[config.mk]
export PLATFORM = sky130hd
export DESIGN_NAME = link_quality_flow_control
export DESIGN_NICKNAME = d
export VERILOG_FILES = /design/src/hw/rtl/lqfc_pkg.sv /design/src/hw/rtl/lqfc_cfg_regs.sv /design/src/hw/rtl/lqfc_core.sv /design/src/hw/rtl/link_quality_flow_control.sv
export SDC_FILE = /design/constraint.sdc
export NUM_CORES = 1
export LEC_CHECK = 0
export ABC_AREA = 1
export BUFFER_PORTS_ARGS = -buffer_cell sky130_fd_sc_hd__buf_2
export CAP_MARGIN = 0
export CORE_MARGIN = 5
export CORE_UTILIZATION = 50
export DETAILED_ROUTE_END_ITERATION = 8
export PLACE_DENSITY = 0.67
export SLEW_MARGIN = 20
export SYNTH_ARGS = -nofsm -noshare
export SYNTH_HDL_FRONTEND = slang
export SYNTH_HIERARCHICAL = 1
export SYNTH_SLANG_ARGS = --single-unit
[constraint.sdc]
create_clock -name clk -period 5.6 [get_ports clk]
set_clock_uncertainty 0.1 [all_clocks]
set_input_delay 0.84 -clock clk [delete_from_list [all_inputs] [get_ports clk]]
set_output_delay 0.84 -clock clk [all_outputs]
set_load 0.05 [all_outputs]
[src/hw/rtl/lqfc_pkg.sv]
// Types and constants of the link quality flow control block.
// No dependencies; used by every module of the block.
`default_nettype none

package lqfc_pkg;

	localparam int unsigned TICK_W  = 10;
	localparam int unsigned MS_W    = 16;
	localparam int unsigned RATE_W  = 8;
	localparam int unsigned EVENT_W = 2;
	localparam int unsigned IDX_W   = 3;
	localparam int unsigned OUT_W   = 32;

	typedef enum logic [IDX_W-1:0] {
		REG_TICK_MS      = 3'd0,
		REG_RTT_THRESH   = 3'd1,
		REG_INIT_PENALTY = 3'd2,
		REG_MIN_PENALTY  = 3'd3,
		REG_MAX_PENALTY  = 3'd4,
		REG_STABLE_WIN   = 3'd5,
		REG_GOOD_RATE    = 3'd6,
		REG_BAD_RATE     = 3'd7
	} reg_idx_t;

	typedef enum logic [EVENT_W-1:0] {
		EV_NONE    = 2'd0,
		EV_DROP    = 2'd1,
		EV_UPGRADE = 2'd2
	} mode_event_t;

	typedef enum logic {
		REQ_TICK    = 1'b0,
		REQ_RESTART = 1'b1
	} req_type_t;

	localparam logic [TICK_W-1:0] TICK_MS_RST      = 10'd33;
	localparam logic [MS_W-1:0]   RTT_THRESH_RST   = 16'd250;
	localparam logic [MS_W-1:0]   INIT_PENALTY_RST = 16'd4000;
	localparam logic [MS_W-1:0]   MIN_PENALTY_RST  = 16'd1000;
	localparam logic [MS_W-1:0]   MAX_PENALTY_RST  = 16'd60000;
	localparam logic [MS_W-1:0]   STABLE_WIN_RST   = 16'd10000;
	localparam logic [RATE_W-1:0] GOOD_RATE_RST    = 8'd30;
	localparam logic [RATE_W-1:0] BAD_RATE_RST     = 8'd10;

	typedef struct packed {
		logic [TICK_W-1:0] tick_ms;
		logic [MS_W-1:0]   rtt_threshold_ms;
		logic [MS_W-1:0]   initial_penalty_ms;
		logic [MS_W-1:0]   min_penalty_ms;
		logic [MS_W-1:0]   max_penalty_ms;
		logic [MS_W-1:0]   stable_window_ms;
		logic [RATE_W-1:0] good_rate;
		logic [RATE_W-1:0] bad_rate;
	} cfg_t;

	typedef struct packed {
		mode_event_t       mode_event;
		logic [MS_W-1:0]   penalty_ms;
		logic [RATE_W-1:0] send_rate;
		logic              good_mode;
	} res_t;

endpackage

`default_nettype wire

[src/hw/rtl/lqfc_cfg_regs.sv]
// Configuration register file of the link quality flow control block.
// Depends on lqfc_pkg for the register indexes, reset values and cfg_t.
`default_nettype none

module lqfc_cfg_regs (
	input  wire logic                         clk,
	input  wire logic                         arst_n,
	input  wire logic                         wr_en,
	input  wire logic [lqfc_pkg::IDX_W-1:0]   wr_index,
	input  wire logic [lqfc_pkg::MS_W-1:0]    wr_data,
	output lqfc_pkg::cfg_t                    cfg
);

	lqfc_pkg::cfg_t cfg_q;

	always_ff @(posedge clk or negedge arst_n) begin
		if (!arst_n) begin
			cfg_q.tick_ms            <= lqfc_pkg::TICK_MS_RST;
			cfg_q.rtt_threshold_ms   <= lqfc_pkg::RTT_THRESH_RST;
			cfg_q.initial_penalty_ms <= lqfc_pkg::INIT_PENALTY_RST;
			cfg_q.min_penalty_ms     <= lqfc_pkg::MIN_PENALTY_RST;
			cfg_q.max_penalty_ms     <= lqfc_pkg::MAX_PENALTY_RST;
			cfg_q.stable_window_ms   <= lqfc_pkg::STABLE_WIN_RST;
			cfg_q.good_rate          <= lqfc_pkg::GOOD_RATE_RST;
			cfg_q.bad_rate           <= lqfc_pkg::BAD_RATE_RST;
		end else if (wr_en) begin
			unique case (lqfc_pkg::reg_idx_t'(wr_index))
				lqfc_pkg::REG_TICK_MS:      cfg_q.tick_ms <= wr_data[lqfc_pkg::TICK_W-1:0];
				lqfc_pkg::REG_RTT_THRESH:   cfg_q.rtt_threshold_ms <= wr_data;
				lqfc_pkg::REG_INIT_PENALTY: cfg_q.initial_penalty_ms <= wr_data;
				lqfc_pkg::REG_MIN_PENALTY:  cfg_q.min_penalty_ms <= wr_data;
				lqfc_pkg::REG_MAX_PENALTY:  cfg_q.max_penalty_ms <= wr_data;
				lqfc_pkg::REG_STABLE_WIN:   cfg_q.stable_window_ms <= wr_data;
				lqfc_pkg::REG_GOOD_RATE:    cfg_q.good_rate <= wr_data[lqfc_pkg::RATE_W-1:0];
				lqfc_pkg::REG_BAD_RATE:     cfg_q.bad_rate <= wr_data[lqfc_pkg::RATE_W-1:0];
				default: ;
			endcase
		end
	end

	assign cfg = cfg_q;

endmodule

`default_nettype wire

[src/hw/rtl/lqfc_core.sv]
// Mode, penalty and time accumulator state with its combinational update.
// Depends on lqfc_pkg for cfg_t, res_t and the event and request codes.
`default_nettype none

module lqfc_core #(
	parameter int unsigned TIME_BITS = 24
) (
	input  wire logic                       clk,
	input  wire logic                       arst_n,
	input  wire logic                       adv,
	input  wire logic                       req_type,
	input  wire logic [lqfc_pkg::MS_W-1:0]  rtt_ms,
	input  lqfc_pkg::cfg_t                  cfg,
	output lqfc_pkg::res_t                  res
);

	localparam logic [TIME_BITS-1:0] TIME_MAX = {TIME_BITS{1'b1}};

	logic                      mode_good_q;
	logic [lqfc_pkg::MS_W-1:0] penalty_q;
	logic [TIME_BITS-1:0]      good_time_q;
	logic [TIME_BITS-1:0]      red_time_q;

	logic                      mode_good_d;
	logic [lqfc_pkg::MS_W-1:0] penalty_d;
	logic [TIME_BITS-1:0]      good_time_d;
	logic [TIME_BITS-1:0]      red_time_d;
	lqfc_pkg::mode_event_t     event_d;

	logic                      above;
	logic [TIME_BITS:0]        good_sum;
	logic [TIME_BITS:0]        red_sum;
	logic [TIME_BITS-1:0]      good_sat;
	logic [TIME_BITS-1:0]      red_sat;
	logic [TIME_BITS-1:0]      good_bad;
	logic [TIME_BITS-1:0]      window_ext;
	logic [TIME_BITS-1:0]      penalty_ext;
	logic [lqfc_pkg::MS_W:0]   doubled;
	logic [lqfc_pkg::MS_W-1:0] halved;

	assign above       = rtt_ms > cfg.rtt_threshold_ms;
	assign good_sum    = {1'b0, good_time_q}
		+ {{(TIME_BITS + 1 - lqfc_pkg::TICK_W){1'b0}}, cfg.tick_ms};
	assign red_sum     = {1'b0, red_time_q}
		+ {{(TIME_BITS + 1 - lqfc_pkg::TICK_W){1'b0}}, cfg.tick_ms};
	assign good_sat    = good_sum[TIME_BITS] ? TIME_MAX : good_sum[TIME_BITS-1:0];
	assign red_sat     = red_sum[TIME_BITS] ? TIME_MAX : red_sum[TIME_BITS-1:0];
	assign good_bad    = above ? '0 : good_sat;
	assign window_ext  = {{(TIME_BITS - lqfc_pkg::MS_W){1'b0}}, cfg.stable_window_ms};
	assign penalty_ext = {{(TIME_BITS - lqfc_pkg::MS_W){1'b0}}, penalty_q};
	assign doubled     = {penalty_q, 1'b0};
	assign halved      = {1'b0, penalty_q[lqfc_pkg::MS_W-1:1]};

	always_comb begin
		mode_good_d = mode_good_q;
		penalty_d   = penalty_q;
		good_time_d = good_time_q;
		red_time_d  = red_time_q;
		event_d     = lqfc_pkg::EV_NONE;
		if (req_type == lqfc_pkg::REQ_RESTART) begin
			mode_good_d = 1'b0;
			penalty_d   = cfg.initial_penalty_ms;
			good_time_d = '0;
			red_time_d  = '0;
		end else if (mode_good_q) begin
			if (above) begin
				// drop to bad; a short good streak doubles the penalty, capped at the maximum
				mode_good_d = 1'b0;
				if (good_time_q < window_ext && penalty_q < cfg.max_penalty_ms) begin
					penalty_d = (doubled > {1'b0, cfg.max_penalty_ms})
						? cfg.max_penalty_ms : doubled[lqfc_pkg::MS_W-1:0];
				end
				good_time_d = '0;
				red_time_d  = '0;
				event_d     = lqfc_pkg::EV_DROP;
			end else begin
				good_time_d = good_sat;
				red_time_d  = red_sat;
				if (red_sat > window_ext && penalty_q > cfg.min_penalty_ms) begin
					penalty_d  = (halved < cfg.min_penalty_ms) ? cfg.min_penalty_ms : halved;
					red_time_d = '0;
				end
			end
		end else begin
			good_time_d = good_bad;
			if (good_bad > penalty_ext) begin
				good_time_d = '0;
				red_time_d  = '0;
				mode_good_d = 1'b1;
				event_d     = lqfc_pkg::EV_UPGRADE;
			end
		end
	end

	always_ff @(posedge clk or negedge arst_n) begin
		if (!arst_n) begin
			mode_good_q <= 1'b0;
			penalty_q   <= lqfc_pkg::INIT_PENALTY_RST;
			good_time_q <= '0;
			red_time_q  <= '0;
		end else if (adv) begin
			mode_good_q <= mode_good_d;
			penalty_q   <= penalty_d;
			good_time_q <= good_time_d;
			red_time_q  <= red_time_d;
		end
	end

	assign res.good_mode  = mode_good_d;
	assign res.send_rate  = mode_good_d ? cfg.good_rate : cfg.bad_rate;
	assign res.penalty_ms = penalty_d;
	assign res.mode_event = event_d;

endmodule

`default_nettype wire

[src/hw/rtl/link_quality_flow_control.sv]
// Link quality flow control: good/bad mode tracking with penalty backoff.
// Input beats on s_*: tuser carries req_type (tick or restart), tdata the
// measured round-trip time. Every input beat yields exactly one output beat on
// m_*, showing mode, send rate, penalty and the mode change of that tick.
// Configuration goes through cfg_valid/cfg_index/cfg_data; cfg_ready is
// always high, and registers are meant to change only while the block is idle.
// An input beat passes the input register, then the result register fed by the
// combinational state update.
// Throughput: one beat per cycle while m_tready is high; the state update is
// combinational, so consecutive beats see each other's results with no bubble.
// When m_tready is low the result register holds and the input register
// still takes one more beat; s_tready then falls until the result drains.
// Reset (arst_n low) clears both registers' valid flags, returns the mode to
// bad, the penalty to 4000 ms, the accumulators to zero and the configuration
// registers to their defaults. A restart beat reloads the state likewise,
// using the current initial penalty register.
// Depends on lqfc_pkg, lqfc_cfg_regs and lqfc_core.
`default_nettype none

module link_quality_flow_control #(
	parameter int unsigned TIME_BITS = 24
) (
	input  wire logic                        clk,
	input  wire logic                        arst_n,
	input  wire logic                        s_tvalid,
	output      logic                        s_tready,
	input  wire logic [lqfc_pkg::MS_W-1:0]   s_tdata,   // [15:0] rtt_ms
	input  wire logic                        s_tuser,   // [0] req_type
	output      logic                        m_tvalid,
	input  wire logic                        m_tready,
	// [0] good_mode, [8:1] send_rate, [24:9] penalty_ms, [26:25] mode_event, rest 0
	output      logic [lqfc_pkg::OUT_W-1:0]  m_tdata,
	input  wire logic                        cfg_valid,
	output      logic                        cfg_ready,
	input  wire logic [lqfc_pkg::IDX_W-1:0]  cfg_index,
	input  wire logic [lqfc_pkg::MS_W-1:0]   cfg_data
);

	localparam int unsigned RES_W = $bits(lqfc_pkg::res_t);

	lqfc_pkg::cfg_t            cfg;
	lqfc_pkg::res_t            res;

	logic                      valid_s1;
	logic                      req_s1;
	logic [lqfc_pkg::MS_W-1:0] rtt_s1;
	logic                      out_valid_q;
	logic [lqfc_pkg::OUT_W-1:0] out_data_q;
	logic                      adv;

	assign cfg_ready = 1'b1;

	lqfc_cfg_regs u_cfg (
		.clk      (clk),
		.arst_n   (arst_n),
		.wr_en    (cfg_valid),
		.wr_index (cfg_index),
		.wr_data  (cfg_data),
		.cfg      (cfg)
	);

	// advance when the input register holds a beat and the result register is free or drains this cycle
	assign adv      = valid_s1 && (!out_valid_q || m_tready);
	assign s_tready = !valid_s1 || adv;

	always_ff @(posedge clk or negedge arst_n) begin
		if (!arst_n) begin
			valid_s1 <= 1'b0;
		end else if (s_tready) begin
			valid_s1 <= s_tvalid;
		end
	end

	always_ff @(posedge clk) begin
		if (s_tready && s_tvalid) begin
			req_s1 <= s_tuser;
			rtt_s1 <= s_tdata;
		end
	end

	lqfc_core #(
		.TIME_BITS (TIME_BITS)
	) u_core (
		.clk      (clk),
		.arst_n   (arst_n),
		.adv      (adv),
		.req_type (req_s1),
		.rtt_ms   (rtt_s1),
		.cfg      (cfg),
		.res      (res)
	);

	always_ff @(posedge clk or negedge arst_n) begin
		if (!arst_n) begin
			out_valid_q <= 1'b0;
		end else if (adv) begin
			out_valid_q <= 1'b1;
		end else if (m_tready) begin
			out_valid_q <= 1'b0;
		end
	end

	always_ff @(posedge clk) begin
		if (adv) begin
			out_data_q <= {{(lqfc_pkg::OUT_W - RES_W){1'b0}}, res};
		end
	end

	assign m_tvalid = out_valid_q;
	assign m_tdata  = out_data_q;

endmodule

`default_nettype wire

### Yosys cells after proc, flatten, opt, wreduce, memory -nomap -nowiden

Index checks and enable logic that the tools add are counted.
W data, S select, Z words.

* add/subtract/negate cells: 2
* $lt $le $gt $ge: 8
* eq/ne operators: 7
* reductions and logical operators: 20
* multiplexer cells: 28

Operator list (number)
* $mux W24: 11
* $mux W16: 7
* $add A24 B10 Y25: 2
* $gt A24 B16 Y1: 2
* $gt A16 B16 Y1: 2
* $lt A24 B16 Y1: 1
* $reduce_and A2 Y1: 9
* $gt A17 B16 Y1: 1
* $lt A15 B16 Y1: 1
* $lt A16 B16 Y1: 1
* $eq A3 B3 Y1 const B: 4
* $mux W8: 1
* $mux W1: 7
* $eq A3 B2 Y1 const B: 2
* $logic_and A1 B1 Y1: 4
* $mux W2: 2
* $eq A3 B1 Y1 const B: 1
* $logic_not A3 Y1: 1
* $reduce_bool A3 Y1: 1
* $logic_not A1 Y1: 2
* $logic_or A1 B1 Y1: 2
* $reduce_bool A2 Y1: 1

* bits in registers: 217
* bits of input ports: 41

### Depth between registers and ports, before layout

* depth after elaboration: 8
* depth in mapped cells: 32
* gate-level depth less buffers: 30

### Hierarchy

Netlist, hierarchy kept.

Modules (own cells, without submodules)
* lqfc_core: area each 9650.5 µm², instances 1, cells each 1507
* lqfc_cfg_regs: area each 4219.0 µm², instances 1, cells each 476
* link_quality_flow_control: area each 1468.9 µm², instances 1, cells each 64

### Least setup slack after synthesis

No wires, ideal clock.

* path type: input to register
* from: in m_tready
* to: reg u_core.good_time_q[10]
* cell stages on the path: 7
* path buffers: 1
* path slack: 1.595 ns
* required time: 5.434 ns
* arrival time: 3.840 ns
* path through: inv_2 a21oi_1 clkinv_1 nor2_1 clkbuf_1 nand3_1 nand2_1

* longest elaborated chain between the ends: 2

Ends and longest elaborated chain
* from (decl): RTL line link_quality_flow_control.sv:30 `input wire logic m_tready,`
* $logic_or A1 B1 Y1: RTL line link_quality_flow_control.sv:63 `assign adv = valid_s1 && (!out_valid_q || m_tready);`
* $logic_and A1 B1 Y1: RTL line link_quality_flow_control.sv:63
* net adv: RTL line link_quality_flow_control.sv:49 `logic adv;`
* to (signal assigned): RTL line lqfc_core.sv:104 `good_time_q <= good_time_d;`
* to (decl): RTL line lqfc_core.sv:21 `logic [TIME_BITS-1:0] good_time_q;`

The timed path passes the listed nets, and every way through them passes these cells.
A chain may end at the register's enable or synchronous reset.

### Worst setup path in the final report

* from: reg u_cfg.cfg_q (netlist bit u_cfg/cfg[96])
* to: reg u_core.red_time_q[13]

* longest elaborated chain between the ends: 8

Ends and longest elaborated chain
* from (decl): RTL line lqfc_cfg_regs.sv:14 `lqfc_pkg::cfg_t cfg_q;`
* $add A24 B10 Y25: RTL line lqfc_core.sv:45 `+ {{(TIME_BITS + 1 - lqfc_pkg::TICK_W){1'b0}}, cfg.tick_ms};`
* $mux W24: RTL line lqfc_core.sv:47 `assign red_sat = red_sum[TIME_BITS] ? TIME_MAX : red_sum[TIME_BITS-1:0];`
* $gt A24 B16 Y1: RTL line lqfc_core.sv:79 `if (red_sat > window_ext && penalty_q > cfg.min_penalty_ms) begin`
* $logic_and A1 B1 Y1: RTL line lqfc_core.sv:79
* $mux W24: RTL line lqfc_core.sv:79
* $mux W24: RTL line lqfc_core.sv:66 `if (above) begin`
* $mux W24: RTL line lqfc_core.sv:65 `end else if (mode_good_q) begin`
* $mux W24: RTL line lqfc_core.sv:60 `if (req_type == lqfc_pkg::REQ_RESTART) begin`
* to (signal assigned): RTL line lqfc_core.sv:105 `red_time_q <= red_time_d;`
* to (decl): RTL line lqfc_core.sv:22 `logic [TIME_BITS-1:0] red_time_q;`

Several ways; a longest one is shown, not always the timed one.

==> flow_summary.yaml <==
run_status:
  status: "completed"
synth:
  synth_compound_area_share_pct: 7.85
  syn_area_mm2: 0.0153
  ys_ff_latch: 217
  synth_top_area_share_pct: 21.0
  yosys.area_share.simple_pct: 34.1
  synth_cells: 2047
  synth_mux_area_share_pct: 0
  synth_flop_cell: "dfrtp_1"
  avgSynthCellArea_um2: 7.49
  ys_types: 52
  yosysSeqAreaShare_pct: 37.2
  synthArstFlopShare_pct: 79.7
  synthAdderAreaFrac_pct: 11.9
  synthXorXnorAreaFrac_pct: 1.31
  yosys.area.top_type: "dfrtp_1"
  synth_top_family_by_area: "simple AND/OR/NAND/NOR gates"
  yosysWarnings: 6
  synth.area.top_cells: "dfrtp_1, nand2_1, ha_1, edfxtp_1, dfstp_2"
  synth-edff-count: 44
setup_path:
  regToRegEndpoint: "u_core/red_time_q[13]$_DFFE_PN0P_"
  worst_setup_path_end_kind: "flip-flop"
  rr_startpoint: "u_cfg/cfg[96]$_DFFE_PN1P_"
  path_max_fanout: 48
  cp_num_buf_inv: 3
  reg2reg_depth: 27
  cp_common_cell: "nand2_1"
  reg2reg_slack_ps: 650
  critPathKind: "reg2reg"
  required_ps: 5970
  start_kind: "flip-flop"
  max_stage_delay_ps: 560
  startpoint: "u_cfg/cfg[96]$_DFFE_PN1P_"
  critPathArrivalTime_ps: 5320
  cpLargestDelayFamily: "simple AND/OR/NAND/NOR gates"
  crit_path_top_delay_cell: "dfstp_2"
drt:
  avgViaCountPerCell: 5.54
  drt-pass1-iter-count: 7
  met3_length_um: 4140
  wl_um: 45200
  top_layer: "met5"
  met1_length_um: 20200
  wire_per_inst_um: 18.1
  drtIter0Drc: 1195
  dr_wl_met2_um: 19700
  ant_nets: 0
  drcViolationCount: 0
  via_count: 13842
cts:
  post_cts_buffers: 0
  cts.sink_count: 217
  cts_htree_levels: 1
  post_cts_resized: 0
  cts_tree: "built"
  cts-root-buf: "clkbuf_16"
  cts_hold_buf: 0
  clock_path_buffers: 3
  numCtsBuffers: 25
  clkTransAtPathRegs_ps: 60
  worstSkewPairLatency_ps: 550
cells_and_area:
  drive_above_1_share_pct: 14.9
  antenna_cells: 0
  synthToLayoutAreaGrowth_pct: 8.96
  nets: 2271
  multi_input_area_mm2: 0.00851
  seqCellArea_mm2: 0.00571
  final_cells: 2500
  postLayoutCoreUtil_pct: 54.9
  fillers: 2880
timing:
  hold_violations: 0
  rsz0062_at_grt: "no"
  slew_viol_final: 0
  period_share_pct: 88.4
  maxSlewHeadroom_pct: 31.4
  finalSetupViolCount: 0
  timing.setup.tns_ps: 0
  worst_slack_ps: 649
  finalCriticalPeriod_ps: 4950
  fmax_mhz: 202
  worst_pin_slew_ps: 1030
floorplan:
  num_rows: 64
  dieArea_mm2: 0.0343
  coreArea_mm2: 0.0304
  pin_count: 76
  die_h_um: 185
  die_x_um: 185
  initial_core_util_pct: 50.4
placed_design:
  place_congestion: 0.945
  io_buffers: 69
  hpwl_um: 32800
  dp_cells: 2454
  place_ws_ps: 707
power:
  powerDensity_mw_per_mm2: 399
  ir_worst_vdd_mv: 0.307
  power_leakage_nw: 8.66
  power_w: 0.00667
run:
  drv_cap: 0
global_routing:
  grt_pass1_vias: 13239
  overflow: 0
  grt_pass1_wl_um: 71800
  grtUsageTotal_pct: 26.4
  grt_max_degree: 95
  grt_antenna_before_repair: 2
min_path:
  min_path_type: "in2async"
==> cell usage after synthesis, types with 3 or more instances <==
cell and count:
a211oi_1 3, a21o_1 4, a21oi_1 82, a22oi_1 16
buf_2 29, buf_4 11, buf_6 3, clkbuf_1 29
clkinv_1 3, dfrtp_1 129, dfstp_2 44, edfxtp_1 44
ha_1 143, inv_1 184, inv_2 10, nand2_1 709
nand2_2 57, nand2_4 3, nand3_1 177, nand3_2 21
nand3b_1 7, nand4_1 37, nor2_1 120, nor2_2 17
nor2_4 6, nor3_1 11, nor4_1 5, o211ai_1 6
o21a_1 4, o21ai_0 47, o21ai_1 14, o21ai_2 15
o41ai_1 4, or2_2 10, xnor2_1 11, xor2_1 12
==> flip-flops by register name, summed over array words and instances, names as in the netlist <==
signal,count
m_tdata,27
m_tvalid,1
req_s1,1
rtt_s1,16
u_cfg/cfg,106
u_core/good_time_q,24
u_core/mode_good_q,1
u_core/penalty_q,16
u_core/red_time_q,24
valid_s1,1
==> cells by family (layout without fill, tap and decap cells) <==
group,after synthesis,after routing
adder cells (fa/ha/maj),145,145
AND/OR/NAND/NOR,1183,1183
AO/OA/AOI/OAI,204,204
other,2,6
buffers and inverters,273,326
XOR/XNOR,23,23
flip-flops,217,217
==> per-layer routing <==
layer	vias up	track usage (%)
li1	6740	-
met1	6493	38.0
met2	526	41.4
met3	79	5.20
met4	4	6.14
met5	-	0
==> where the power goes <==
| part | internal [W] | switching, W | total [W] |
|---|---|---|---|
| clock | 0.000918 | 0.000695 | 0.00161 |
| combinational | 0.000912 | 0.00186 | 0.00277 |
| sequential | 0.00195 | 0.000335 | 0.00228 |
| total | 0.00378 | 0.00289 | 0.00667 |
==> per-stage QoR <==
step                hold slack [ps]  instance area, µm²
finish                          293               16700
CTS                             351               16700
detailed placement              354               15900
global placement                351               15900
floorplan                       342               15400
global route                    355               16700
==> layout by cell type, fill, tap and decap left out, types with 4 or more instances in the layout <==
| cell type | Yosys | routed |
|---|---|---|
| a21o_1 | 4 | 4 |
| a21oi_1 | 82 | 81 |
| a22oi_1 | 16 | 16 |
| buf_2 | 29 | 68 |
| buf_4 | 11 | 14 |
| clkbuf_1 | 29 | 4 |
| clkbuf_16 | 0 | 25 |
| clkbuf_8 | 0 | 7 |
| clkinv_1 | 3 | 5 |
| clkinvlp_4 | 0 | 4 |
| conb_1 | 2 | 6 |
| dfrtp_1 | 129 | 129 |
| dfstp_2 | 44 | 44 |
| edfxtp_1 | 44 | 44 |
| ha_1 | 143 | 143 |
| inv_1 | 184 | 184 |
| inv_2 | 10 | 10 |
| nand2_1 | 709 | 708 |
| nand2_2 | 57 | 58 |
| nand3_1 | 177 | 177 |
| nand3_2 | 21 | 21 |
| nand3b_1 | 7 | 7 |
| nand4_1 | 37 | 37 |
| nor2_1 | 120 | 119 |
| nor2_2 | 17 | 17 |
| nor2_4 | 6 | 7 |
| nor3_1 | 11 | 11 |
| nor4_1 | 5 | 5 |
| o211ai_1 | 6 | 6 |
| o21a_1 | 4 | 4 |
| o21ai_0 | 47 | 47 |
| o21ai_1 | 14 | 14 |
| o21ai_2 | 15 | 15 |
| o41ai_1 | 4 | 4 |
| or2_2 | 10 | 10 |
| xnor2_1 | 11 | 11 |
| xor2_1 | 12 | 12 |
==> worst max path at each step <==
stage / slack (ps) / cells past startpoint / endpoint
2_1_floorplan: 1590 / 7 / u_core/good_time_q[10]$_DFFE_PN0P_
3_3_place_gp: 810 / 28 / u_core/penalty_q[8]$_DFFE_PN1P_
3_5_place_dp: 710 / 28 / u_core/penalty_q[13]$_DFFE_PN0P_
4_1_cts: 670 / 28 / u_core/penalty_q[15]$_DFFE_PN0P_
5_1_grt: 170 / 27 / u_core/red_time_q[13]$_DFFE_PN0P_
6_report: 650 / 27 / u_core/red_time_q[13]$_DFFE_PN0P_
==> layout make-up <==
cell class                      count  share of cell area, %
Clock buffer                       36                   4.41
Sequential cell                   217                   34.1
Timing Repair Buffer               83                   2.73
Multi-Input combinational cell   1561                   50.9
Tap cell                          396                   2.96
Inverter                          197                   4.42
Clock inverter                     10                  0.434
No activity file was read; power rests on OpenSTA's default activity.
